$ cat src/design/fcct_pkg.sv
package fcct_pkg;

    localparam logic [31:0] CRC_POLY = 32'hEDB8_8320;
    localparam logic [31:0] CRC_ONES = 32'hFFFF_FFFF;
    localparam int unsigned MAP_DEPTH = 256;
    localparam int unsigned IDX_W     = 8;
    localparam int unsigned DCNT_W    = 9;
    localparam int unsigned OCNT_W    = 9;

    typedef enum logic [1:0] {
        OP_DATA      = 2'd0,
        OP_LAST      = 2'd1,
        OP_EMPTY_END = 2'd2,
        OP_CLEAR     = 2'd3
    } t_op;

    typedef enum logic [1:0] {
        ST_ACCEPT  = 2'd0,
        ST_REJECT  = 2'd1,
        ST_CLEARED = 2'd2
    } t_status;

    typedef struct packed {
        t_op               op;
        logic [7:0]        data_byte;
        logic [IDX_W-1:0]  frag_index;
        logic [31:0]       given_crc;
    } t_in_item;

    typedef struct packed {
        t_status           status;
        logic [31:0]       computed_crc;
        logic [OCNT_W-1:0] stored_count;
        logic              complete;
    } t_out_item;

    // Advance a reflected CRC-32 register by one byte, LSB first.
    function automatic logic [31:0] crc_byte(input logic [31:0] crc, input logic [7:0] b);
        logic [31:0] c;
        c = crc ^ {24'd0, b};
        for (int k = 0; k < 8; k++) begin
            c = c[0] ? ((c >> 1) ^ CRC_POLY) : (c >> 1);
        end
        return c;
    endfunction

endpackage

$ cat src/design/fragment_crc_check_tracker_core.sv
// An item that ends a fragment or clears loads the check stage on acceptance, and its
// result moves on to the output register once that is free; a data byte yields none.
// Throughput: one item per cycle, set by the byte-wide CRC step and the one read and
// one write port of the presence memory. Stalls only back-pressure from the output.
// Reset (i_rst_n low, synchronous) restores the CRC to all ones, zeroes the counts
// and drops every presence valid bit at once; no clearing pass is needed.
module fragment_crc_check_tracker_core
    import fcct_pkg::*;
#(
    parameter int unsigned MAX_FRAGMENTS = 256
) (
    input  logic      i_clk,
    input  logic      i_rst_n,
    input  logic      i_in_valid,
    output logic      o_in_stall,
    input  t_in_item  i_in,
    output logic      o_out_valid,
    input  logic      i_out_stall,
    output t_out_item o_out
);

    // Total count must hold MAX_FRAGMENTS + 1 (the saturation value).
    localparam int unsigned CNT_W = $clog2(MAX_FRAGMENTS + 2);
    // Common width for comparisons between the counters and the index.
    localparam int unsigned CMP_W = CNT_W + DCNT_W;
    localparam logic [CNT_W-1:0] CNT_SAT = CNT_W'(MAX_FRAGMENTS + 1);
    localparam logic [CMP_W-1:0] CMP_MAX = CMP_W'(MAX_FRAGMENTS);

    // ---------------------------------------------------------------
    // Handshake
    // ---------------------------------------------------------------
    logic in_fire;
    logic out_free;
    logic b_fire;
    logic b_load;

    logic r_b_valid;
    logic r_out_valid;

    assign out_free   = !r_out_valid || !i_out_stall;
    assign b_fire     = r_b_valid && out_free;
    // Hold the input only while the check stage cannot drain.
    assign o_in_stall = r_b_valid && !out_free;
    assign in_fire    = i_in_valid && !o_in_stall;
    // Every op except a plain data byte produces a result.
    assign b_load     = in_fire && (i_in.op != OP_DATA);

    // ---------------------------------------------------------------
    // Stage A: running CRC, one byte per item
    // ---------------------------------------------------------------
    logic [31:0] r_crc;
    logic [31:0] n_crc;
    logic [31:0] a_crc_adv;
    logic [31:0] a_final;

    assign a_crc_adv = crc_byte(r_crc, i_in.data_byte);

    always_comb begin
        n_crc   = r_crc;
        a_final = ~r_crc;
        if (in_fire) begin
            case (i_in.op)
                OP_DATA: begin
                    n_crc = a_crc_adv;
                end
                OP_LAST: begin
                    a_final = ~a_crc_adv;
                    n_crc   = CRC_ONES;
                end
                default: begin
                    // Empty end finishes on the current register; it and a clear both restart it.
                    n_crc = CRC_ONES;
                end
            endcase
        end
    end

    // ---------------------------------------------------------------
    // Presence memory: data bits in a synchronous array, one valid bit
    // per entry in flops so a clear drops every valid bit at once.
    // ---------------------------------------------------------------
    logic                 r_mem [MAP_DEPTH];
    logic [MAP_DEPTH-1:0] r_vld;
    logic                 r_mem_rd;
    logic                 r_vld_rd;

    // Stage B payload
    t_op              r_b_op;
    logic [IDX_W-1:0] r_b_idx;
    logic [31:0]      r_b_crc;
    logic             r_b_match;
    logic             r_fwd_set;
    logic             r_fwd_clr;

    // Tracker state
    logic [CNT_W-1:0]  r_total;
    logic [DCNT_W-1:0] r_distinct;
    logic [IDX_W-1:0]  r_highest;
    logic [CNT_W-1:0]  n_total;
    logic [DCNT_W-1:0] n_distinct;
    logic [IDX_W-1:0]  n_highest;

    logic b_present;
    logic b_set;
    logic b_clear;

    assign b_clear = (r_b_op == OP_CLEAR);
    assign b_set   = !b_clear && r_b_match;

    // Forward the commit that landed on the same edge as this entry's read.
    always_comb begin
        if (r_fwd_clr) begin
            b_present = 1'b0;
        end else if (r_fwd_set) begin
            b_present = 1'b1;
        end else begin
            b_present = r_vld_rd && r_mem_rd;
        end
    end

    always_ff @(posedge i_clk) begin
        if (b_fire && b_set) begin
            r_mem[r_b_idx] <= 1'b1;
        end
        if (b_load) begin
            r_mem_rd <= r_mem[i_in.frag_index];
        end
    end

    // ---------------------------------------------------------------
    // Stage B: commit and completeness
    // ---------------------------------------------------------------
    logic [CMP_W-1:0] c_total;
    logic [CMP_W-1:0] c_distinct;
    logic [CMP_W-1:0] c_highest;
    logic             b_complete;

    always_comb begin
        n_total    = r_total;
        n_distinct = r_distinct;
        n_highest  = r_highest;
        if (b_set) begin
            if (!b_present) begin
                n_distinct = r_distinct + DCNT_W'(1);
            end
            if (r_total != CNT_SAT) begin
                n_total = r_total + CNT_W'(1);
            end
            if (r_b_idx > r_highest) begin
                n_highest = r_b_idx;
            end
        end
    end

    assign c_total    = CMP_W'(n_total);
    assign c_distinct = CMP_W'(n_distinct);
    assign c_highest  = CMP_W'(n_highest);
    assign b_complete = (c_total != '0) && (c_total <= CMP_MAX)
                        && (c_total == c_distinct) && (c_highest < c_total);

    t_out_item b_res;
    logic [CNT_W+OCNT_W-1:0] b_cnt_ext;

    assign b_cnt_ext = {{OCNT_W{1'b0}}, n_total};

    always_comb begin
        if (b_clear) begin
            b_res.status       = ST_CLEARED;
            b_res.computed_crc = '0;
            b_res.stored_count = '0;
            b_res.complete     = 1'b0;
        end else begin
            b_res.status       = r_b_match ? ST_ACCEPT : ST_REJECT;
            b_res.computed_crc = r_b_crc;
            b_res.stored_count = b_cnt_ext[OCNT_W-1:0];
            b_res.complete     = b_complete;
        end
    end

    // ---------------------------------------------------------------
    // Registers
    // ---------------------------------------------------------------
    t_out_item r_out;

    always_ff @(posedge i_clk) begin
        if (!i_rst_n) begin
            r_crc       <= CRC_ONES;
            r_vld       <= '0;
            r_b_valid   <= 1'b0;
            r_out_valid <= 1'b0;
            r_total     <= '0;
            r_distinct  <= '0;
            r_highest   <= '0;
            r_fwd_set   <= 1'b0;
            r_fwd_clr   <= 1'b0;
        end else begin
            r_crc <= n_crc;

            // Advance the check stage
            if (b_load) begin
                r_b_valid <= 1'b1;
            end else if (b_fire) begin
                r_b_valid <= 1'b0;
            end

            if (b_load) begin
                r_fwd_set <= b_fire && b_set && (r_b_idx == i_in.frag_index);
                r_fwd_clr <= b_fire && b_clear;
            end

            // Commit the tracker state
            if (b_fire) begin
                if (b_clear) begin
                    r_vld      <= '0;
                    r_total    <= '0;
                    r_distinct <= '0;
                    r_highest  <= '0;
                end else begin
                    if (b_set) begin
                        r_vld[r_b_idx] <= 1'b1;
                    end
                    r_total    <= n_total;
                    r_distinct <= n_distinct;
                    r_highest  <= n_highest;
                end
            end

            // Output register: load on drain, drop when taken
            if (b_fire) begin
                r_out_valid <= 1'b1;
            end else if (!i_out_stall) begin
                r_out_valid <= 1'b0;
            end
        end
    end

    always_ff @(posedge i_clk) begin
        if (b_load) begin
            r_b_op    <= i_in.op;
            r_b_idx   <= i_in.frag_index;
            r_b_crc   <= a_final;
            r_b_match <= (a_final == i_in.given_crc);
            r_vld_rd  <= r_vld[i_in.frag_index];
        end
        if (b_fire) begin
            r_out <= b_res;
        end
    end

    assign o_out_valid = r_out_valid;
    assign o_out       = r_out;

    // ---------------------------------------------------------------
    // Assertions
    // ---------------------------------------------------------------
    a_stall_only_when_full: assert property (@(posedge i_clk) disable iff (!i_rst_n)
        o_in_stall |-> (r_b_valid && r_out_valid))
        else $error("input stalled with a free check stage");

    a_clear_zeroes_state: assert property (@(posedge i_clk) disable iff (!i_rst_n)
        (b_fire && b_clear) |=> (r_total == '0 && r_distinct == '0 && r_vld == '0))
        else $error("tracker state not cleared after clear commit");

    a_cleared_result: assert property (@(posedge i_clk) disable iff (!i_rst_n)
        (o_out_valid && o_out.status == ST_CLEARED)
            |-> (o_out.stored_count == '0 && !o_out.complete && o_out.computed_crc == '0))
        else $error("cleared result carries non-zero fields");

    a_reject_keeps_count: assert property (@(posedge i_clk) disable iff (!i_rst_n)
        (b_fire && !b_clear && !r_b_match) |=> $stable(r_total))
        else $error("rejected fragment changed the stored count");

    a_end_restarts_crc: assert property (@(posedge i_clk) disable iff (!i_rst_n)
        b_load |=> (r_crc == CRC_ONES))
        else $error("running CRC not restarted at fragment end");

endmodule

$ cat config.mk
export PLATFORM = sky130hd
export DESIGN_NAME = fragment_crc_check_tracker_core
export DESIGN_NICKNAME = d
export VERILOG_FILES = /design/src/design/fcct_pkg.sv /design/src/design/fragment_crc_check_tracker_core.sv
export SDC_FILE = /design/constraint.sdc
export NUM_CORES = 1
export LEC_CHECK = 0
export ABC_CLOCK_PERIOD_IN_PS = 4200
export BUFFER_PORTS_ARGS = -buffer_cell sky130_fd_sc_hd__buf_2
export CELL_PAD_IN_SITES_DETAIL_PLACEMENT = 1
export CELL_PAD_IN_SITES_GLOBAL_PLACEMENT = 1
export CORE_MARGIN = 10
export CORE_UTILIZATION = 48
export DETAILED_ROUTE_END_ITERATION = 7
export PLACE_DENSITY_LB_ADDON = 0.1
export SLEW_MARGIN = 20
export SYNTH_ARGS = -nofsm -noshare
export SYNTH_HDL_FRONTEND = slang
export SYNTH_SLANG_ARGS = --single-unit
$ cat constraint.sdc
create_clock -name i_clk -period 4.2 [get_ports i_clk]
set_input_delay 0.63 -clock i_clk [delete_from_list [all_inputs] [get_ports i_clk]]
set_output_delay 0.63 -clock i_clk [all_outputs]
set_load 0.1 [all_outputs]
== Word level (Yosys, flattened, before mapping) ==
Index checks and enable logic that the tools add are counted.
Operators by class
  multiplexer cells: 33
  add/sub/neg operators: 2
  order comparisons: 6
  bitwise operators: 12
  divide/modulo/power cells: 0
  equality and inequality tests: 7
  multiply operators: 0
  reduce and logical (&&, ||, !) cells: 25
  shifts and indexed selects: 0
Operators with widths (count)
  $mux W256: 2
  $mux W32: 11
  $or A256 B256 Y256: 1
  $not A13 Y14: 8
  $not A32 Y32: 2
  $mux W9: 6
  $eq A32 B32 Y1: 1
  $xor A32 B8 Y32: 1
  $mux W8: 3
  $add A9 B1 Y9 const B: 2
  $lt A8 B9 Y1 const B: 2
  $reduce_bool A18 Y1: 1
  $logic_and A1 B1 Y1: 13
  $eq A9 B9 Y1: 1
  $le A9 B9 Y1 const B: 1
  $lt A8 B9 Y1: 1
  $mux W1: 9
  $ne A9 B9 Y1 const B: 1
  $bmux W1 S8: 1
  $demux W1 S8: 1
  $eq A8 B8 Y1: 1
  $ge A8 B1 Y1 const B: 1
  $gt A8 B8 Y1: 1
  $reduce_bool A2 Y1: 3
  7 further kinds: 11
Word-level totals
  memories: 0
  bits in registers: 407
  latch bits: 0
  input port bits: 54
  bits in writable memories: 0
  output and inout port bits: 46
  logic and storage cells: 104
  memory bits (read-only): 0

== Logic depth before layout (Yosys ltp) ==
Gate-level depths: netlist (run 1).
  depth in word-level cells: 21
  depth in mapped cells: 16
  mapped depth without buffers: 16

== Worst setup path before layout (run 1) ==
No wires, ideal clock.
  path type: flip-flop to flip-flop
  from: reg r_b_idx[1]
  to: reg r_out, in the netlist o_out[0] (data pin)
  period minus slack after synthesis: 3.653 ns
  path buffers: 0
  library setup time: 0.207 ns
  required time: 3.993 ns
  arrival time: 3.446 ns
  cell stages (with the launch flop): 16
  setup slack: 0.547 ns
  cells stage by stage: edfxtp_1 ha_1 nor2b_1 o21a_1 o21a_1 o21bai_1 a21boi_1 mux2_2 ha_1 a21o_1 a21o_1 a211oi_1 nand2_1 a211oi_1 o211ai_1 a2111oi_0
On the way
  longest elaborated chain between the ends: 5
Ends and longest elaborated chain
  start: declaration: RTL line fragment_crc_check_tracker_core.sv:89  | logic [IDX_W-1:0] r_b_idx;
  start signal: assignment: RTL line fragment_crc_check_tracker_core.sv:240  | r_b_idx <= i_in.frag_index;
  $gt A8 B8 Y1: RTL line fragment_crc_check_tracker_core.sv:149  | if (r_b_idx > r_highest) begin
  $mux W8 (*): RTL line fragment_crc_check_tracker_core.sv:149
  $mux W8 (*): RTL line fragment_crc_check_tracker_core.sv:142  | if (b_set) begin
  $lt A8 B9 Y1 (*): RTL line fragment_crc_check_tracker_core.sv:159  | && (c_total == c_distinct) && (c_highest < c_total);
  $logic_and A1 B1 Y1 (*): RTL line fragment_crc_check_tracker_core.sv:159
  end signal: assignment: RTL line fragment_crc_check_tracker_core.sv:246  | r_out <= b_res;
  end: declaration: RTL line fragment_crc_check_tracker_core.sv:183  | t_out_item r_out;
Every way passes the cells marked *; elsewhere a longest branch is shown, timed or not.
A chain may end at the register's enable or synchronous reset.

== Worst setup path after layout (run 1) ==
Ends and elaborated chain as after synthesis.

==> results of run 1 <==
[metal layers]
metal  vias to the layer above  wire length, um
met1                      7081            24600
met3                        72             2430
li1                       6420                -
met2                       352            26900
met5                         -                0
met4                         0             1190
[repair_timing]
action / CTS / global route
gates cloned: 0 / 0
setup buffers: 0 / 0
resized for setup: 1 / 2
setup endpoints to repair: 1 / 1
[final timing paths]
check	endpoint	cells after the start
setup / recovery	o_out[0]	15
hold / removal	r_b_op[1]	1
setup reg to reg	o_out[0]	15
hold reg to reg	r_vld[97]	2
[flip-flops by register name, indices dropped and copies added, names as in the netlist]
name,cells
r_crc,32
r_b_op,2
r_b_crc,32
r_b_match,1
r_fwd_clr,1
r_total,9
r_fwd_set,1
r_highest,8
r_b_idx,8
o_out,44
r_vld_rd,1
o_out_valid,1
r_distinct,9
r_b_valid,1
r_vld,256
[power groups by stage]
stage                     combinational, mW  sequential [mW]  clock, mW
after CTS                              1.51             4.19       4.14
after detailed placement               1.50             4.27          0
final                                  1.51             4.19       4.07
after global placement                 1.48             4.27          0
after global routing                   1.63             4.20       4.32
after floorplan                       0.952             4.40          0
[per-stage QoR]
| stage | total power [mW] | cells | cell area, sq um | setup slack (ns) | hold slack, ns |
|---|---|---|---|---|---|
| after detailed placement | 5.77 | 2310 | 19300 | 0.0314 | 0.448 |
| final | 9.77 | 2393 | 20800 | 0.230 | 0.256 |
| after global routing | 10.1 | 2393 | 20800 | 0.00506 | 0.253 |
| after CTS | 9.84 | 2393 | 20800 | 0.169 | 0.226 |
| after floorplan | 5.35 | 1770 | 18100 | 0.547 | 0.431 |
| after global placement | 5.75 | 2310 | 19300 | 0.232 | 0.442 |
[worst max-delay path: stages (launching register included)]
cell	delay [ns]
edfxtp_1	0.42
ha_1	0.35
nor2b_1	0.14
o21a_1	0.16
o21a_1	0.17
o21bai_1	0.30
a21boi_4	0.16
mux2_2	0.32
ha_1	0.30
a21o_1	0.17
a21o_1	0.17
a211oi_1	0.29
nand2_1	0.09
a211oi_1	0.19
o211ai_1	0.11
a2111oi_1	0.40
[cell families after synthesis]
| group | synth area share [%] |
|---|---|
| adders and majority gates | 1.24 |
| muxes | 11.4 |
| and+or+nand+nor | 13.4 |
| xor gates and xnor gates | 7.67 |
| DFF | 49.8 |
| buffers and inverters | 3.19 |
| AOI/OAI and AO/OA | 13.2 |
[final cells by class]
class | count | area share, %
repair buffers | 149 | 4.49
well taps | 511 | 3.07
multi-input cells | 1216 | 41.4
flip-flops and latches | 406 | 43.2
clock inverters | 27 | 1.39
inverters | 28 | 0.504
clock buffers | 56 | 5.89
[placed cells by master (no fill, tap or decap), types with 5 or more instances in the layout]
master and count:
xor2_1 32, mux4_2 84, clkbuf_8 6, nor3_4 5
nand3_1 13, nor3_1 24, a21oi_1 295, nor2b_1 32
mux2_2 7, o21ai_0 24, buf_12 5, nand2b_1 10
buf_2 98, nand4_1 15, nor2_2 6, and2_1 35
ha_1 18, a22oi_1 15, xnor2_2 6, a31oi_1 5
and3_1 7, xnor2_1 62, a211oi_1 7, inv_1 26
clkbuf_16 45, a21boi_0 8, clkbuf_1 5, dfxtp_1 318
xnor3_1 15, edfxtp_1 88, nand2_1 76, o21a_1 11
bufinv_16 5, clkinv_2 10, mux2i_1 10, nor2_1 313
buf_4 46, o211ai_1 30
==> flow_summary.ini, run 1 <==
[sta]
tightest_slew_ns = 1.14
fmax_mhz = 252
finalCriticalPeriod_ns = 3.97
fin_skew_ns = 0.0126
timing.final.crit_share_pct = 94.5
rsz0062_at_grt = false
relSlewSlack_pct = 23.8
finalMaxSlewViolations = 0
hold_viol_final = 0
finalSetupViolCount = 0
finalSetupTns_ns = 0

[detailed_routing]
drcViolationCount = 0
ant_nets = 0
wl_um = 55100
drt_pass1_iterations = 5
routedWlPerCell_um = 23.0
dr.first_iter.drc_count = 1090
via_count = 13900
vias_per_cell = 5.82

[global_routing]
grt_pass1_vias = 14500
grtUsageMet2_pct = 39.1
overflow = 0
grt_pass1_wl_um = 85500
top_usage_layer = met2
antenna_found_initial = 0
grt_max_degree = 138
use_met1_pct = 31.5
grt_util_all_layers_pct = 23.5
grt_use_met3_pct = 3.10

[power]
swShare_pct = 27.7
p_clk_share_pct = 41.6
power_switching_mw = 2.70
ir_drop_mv = 0.303
power_density_mw_per_mm2 = 469
intPower_mw = 7.07
p_leak_nw = 7.87
seqPwrFrac_pct = 42.9
power_frac_comb_pct = 15.5

[clock_network]
root_buffer = clkbuf_16
numClockSinks = 406
insertion_delay_ns = 0.58
htree_levels = 2
clk_pin_slew_ns = 0.06
cts_tree = built
hold_buffers = 0
clock_path_buffers = 3
cts_buffers = 45

[final_layout]
final_util_pct = 55.7
fin_nets = 1918
syn2layout_area_growth_pct = 15.2
multi_input_area_sq_mm = 0.00864
fillers = 4078
seq_area_sq_mm = 0.00901
antenna_cells = 0
layout-drive-gt1-share_pct = 18.7

[synth]
synth_area_sq_mm = 0.0181
synthesis.nets = 1842
synth_warnings = 0
synth_ff_type = dfxtp_1
syn_avg_cell_area_sq_um = 10.2
synth.top_cell.area_share_pct = 35.2
ys_seq_area_share_pct = 49.8
synth.area.top_cells = dfxtp_1, edfxtp_1, mux4_2, a21oi_1, nor2_1
yosysUniqueCellTypes = 61
yosysMostFrequentCell = nor2_1
async_reset_ff_share_pct = 0
netlist_top_cells_count = nor2_1, dfxtp_1, a21oi_1, clkbuf_1, edfxtp_1
synth_edf_count = 88
synth_top_cell_by_area = dfxtp_1
ys_seq_elements = 406
syn_inst = 1770

[outcome]
status = finished, final reports clean

[critical_path]
r2r_start = r_b_idx[1]
critical_path_arrival_ns = 4.31
rrSetupSlack_ns = 0.23
critical_path_class = reg -> reg
cp-startpoint = r_b_idx[1]
end_kind = register
required_ns = 4.54
cp_max_fo = 8
critPathLaunchType = register

[die]
start_util_pct = 48.4
die_h_um = 214
rows = 71
die-area_sq_mm = 0.0459
die_w_um = 214
ioPinCount = 100
coreArea_sq_mm = 0.0374

[worst_hold_path]
hp-class = in -> reg
worstHoldStart = i_in[49]

[placement]
dpl.hpwl_um = 35500
gp_congestion = 0.851
io_buffers = 99

[flow_run]
drv_cap = 0
No activity file was read; power rests on OpenSTA's default activity.
==> run 2, diff against run 1 <==
--- a/config.mk
+++ b/config.mk
@@ -5,15 +5,17 @@
 export SDC_FILE = /design/constraint.sdc
 export NUM_CORES = 1
 export LEC_CHECK = 0
+export ABC_AREA = 1
 export ABC_CLOCK_PERIOD_IN_PS = 4200
 export BUFFER_PORTS_ARGS = -buffer_cell sky130_fd_sc_hd__buf_2
 export CELL_PAD_IN_SITES_DETAIL_PLACEMENT = 1
 export CELL_PAD_IN_SITES_GLOBAL_PLACEMENT = 1
 export CORE_MARGIN = 10
-export CORE_UTILIZATION = 48
+export CORE_UTILIZATION = 45
 export DETAILED_ROUTE_END_ITERATION = 7
-export PLACE_DENSITY_LB_ADDON = 0.1
+export PLACE_DENSITY_LB_ADDON = 0.05
 export SLEW_MARGIN = 20
 export SYNTH_ARGS = -nofsm -noshare
 export SYNTH_HDL_FRONTEND = slang
 export SYNTH_SLANG_ARGS = --single-unit
+export TNS_END_PERCENT = 50
==> run 2 against run 1 <==
Clock skew grew 0.0079 ns. Die area grew 15%. Sequential power down 1%. Critical path depth increased by 1. Total power shrank 2.5%. Worst setup slack better by 0.88 ns. First-iteration DRC count up 38%. Register-to-register slack improved by 0.88 ns. Critical path type unchanged. Largest cell class is now multi-input gates.
==> flow_summary.ini, run 2 <==
[placement]
io_buffers = 99
place_area_sq_mm = 0.0207
gp_congestion = 0.883
dpl.hpwl_um = 46600

[clock_network]
numClockSinks = 406
insertion_delay_ns = 0.59
hold_buffers = 0
clock_path_buffers = 3
root_buffer = clkbuf_16
cts_resized = 0
cts_tree = built
cts_buffers = 47
post-cts-setup-buffers = 0
clk_pin_slew_ns = 0.06
htree_levels = 2

[global_routing]
grt_util_all_layers_pct = 25.7
grt_max_degree = 158
overflow = 0
grt_pass1_wl_um = 109000
grt_pass1_vias = 19300
antenna_found_initial = 2

[final_layout]
stdcell_area_sq_mm = 0.0222
layout-drive-gt1-share_pct = 9.68
largest_register_ffs = 256
multi_input_area_sq_mm = 0.00908
seq_area_sq_mm = 0.00901
fin_nets = 2910
mostFrequentLayoutCells = nand2_1, nor2_1, a21oi_1
antenna_cells = 0
final_common_cell = nand2_1
top_register = r_vld
final_util_pct = 51.4
fillers = 5650
syn2layout_area_growth_pct = 12.4

[sta]
finalCriticalPeriod_ns = 3.09
finalSetupViolCount = 0
tightest_slew_ns = 1.14
rsz0062_at_grt = false
fmax_mhz = 324
finalMaxSlewViolations = 0
timing.final.crit_share_pct = 73.5
fin_skew_ns = 0.0206
relSlewSlack_pct = 23.7
finalSetupTns_ns = 0
hold_viol_final = 0

[critical_path]
cp_max_fo = 15
end_kind = register
required_ns = 4.64
critical_path_arrival_ns = 3.52
critical_path_class = reg -> reg
critPathLaunchType = register

[synth]
synth_warnings = 0
syn_avg_cell_area_sq_um = 7.05
synth.top_cell.area_share_pct = 32.3
synth.area.top_cells = dfxtp_1, edfxtp_1, nand2_1, a21oi_1, nor2_1
yosysUniqueCellTypes = 41
synth_xor_area_share_pct = 0.710
synthMuxAreaShare_pct = 0
synth_top_family_by_area = simple AND/OR/NAND/NOR gates
synth_top_cell_by_area = dfxtp_1
synth_compound_area_share_pct = 16.9
ys_seq_area_share_pct = 45.7
yosysMostFrequentCell = nand2_1
async_reset_ff_share_pct = 0
synthAdderAreaFrac_pct = 1.14
netlist_top_cells_count = nand2_1, nor2_1, a21oi_1, dfxtp_1, inv_1
synthSimpleGateAreaFrac_pct = 27.1
synthesis.nets = 2869
ys_seq_elements = 406
synth_edf_count = 88
synth_area_sq_mm = 0.0197
syn_inst = 2797
synth_ff_type = dfxtp_1

[die]
die_h_um = 229
coreArea_sq_mm = 0.0432
rows = 76
start_util_pct = 45.7
die_w_um = 229
ioPinCount = 100
die-area_sq_mm = 0.0526

[detailed_routing]
ant_nets = 0
wl_um = 69800
drt_pass1_iterations = 6
drcViolationCount = 0
vias_per_cell = 5.55
via_count = 19200
dr.first_iter.drc_count = 1506
routedWlPerCell_um = 20.2

[power]
p_clk_share_pct = 42.6
intPower_mw = 6.79
swShare_pct = 28.7
power_frac_comb_pct = 14.0
power_mw = 9.53
ir_drop_mv = 0.300
seqPwrFrac_pct = 43.4
p_leak_nw = 9.44
power_switching_mw = 2.74
power_density_mw_per_mm2 = 430

[worst_hold_path]
hp-class = in -> reg

[flow_run]
drv_cap = 0

[outcome]
status = finished, final reports clean
-- run 2: power groups by stage --
stage,clock network (mW),registers [mW],logic (mW)
2_1_floorplan,0,4.35,0.778
3_3_place_gp,0,4.22,1.28
3_5_place_dp,0,4.22,1.32
4_1_cts,4.13,4.14,1.32
5_1_grt,4.29,4.14,1.47
6_report,4.06,4.14,1.33
-- run 2: cell families (layout without fill, tap and decap cells) --
| kind of cell | Yosys count | in the layout |
|---|---|---|
| AOI/OAI and AO/OA | 651 | 651 |
| DFF | 406 | 406 |
| adders and majority gates | 18 | 18 |
| buffers and inverters | 407 | 482 |
| and+or+nand+nor | 1299 | 1299 |
| xor gates and xnor gates | 16 | 16 |
-- run 2: per-stage QoR --
step,worst slack (ns),hold slack (ns),std cells
2_1_floorplan,0.0457,0.423,2797
3_3_place_gp,1.17,0.439,3374
3_5_place_dp,1.07,0.449,3374
4_1_cts,1.14,0.219,3457
5_1_grt,0.777,0.228,3457
6_report,1.11,0.251,3457
-- run 2: critical path, cell delays in order, from the launching register on --
cell and delay [ns]:
edfxtp_1 0.48, ha_1 0.36, nand2_1 0.10, nor2_1 0.06, a21oi_1 0.19, nand2_1 0.28
o21ai_0 0.36, ha_1 0.31, a21oi_1 0.15, nor2_1 0.06, a211oi_1 0.16, nand2_1 0.08
nand2_1 0.06, nand2_1 0.05, nand2_1 0.05, nand2_1 0.04, a21oi_1 0.13
-- run 2: final timing paths --
| check | startpoint | endpoint | slack (ns) | depth (start not counted) |
|---|---|---|---|---|
| setup reg to reg | r_b_idx[3] | o_out[0] | 1.11 | 16 |
| setup / recovery | r_b_idx[3] | o_out[0] | 1.11 | 16 |
| hold / removal | i_in[48] | r_b_op[0] | 0.25 | 1 |
| hold reg to reg | r_vld[189] | r_vld[189] | 0.45 | 2 |
-- run 2: per-layer routing --
metal	GRT usage [%]	vias to the layer above	wire (um)
li1	-	9161	-
met1	35.4	9441	32600
met2	41.2	497	31800
met3	4.52	100	4050
met4	6.12	0	1360
met5	0	-	0
-- run 2: layout make-up --
cell class / count / share of cell area (%)
Tap cell: 585 / 3.30
Sequential cell: 406 / 40.6
Multi-Input combinational cell: 1984 / 40.9
Timing Repair Buffer: 148 / 4.20
Clock inverter: 18 / 0.874
Inverter: 251 / 4.25
Clock buffer: 65 / 5.83
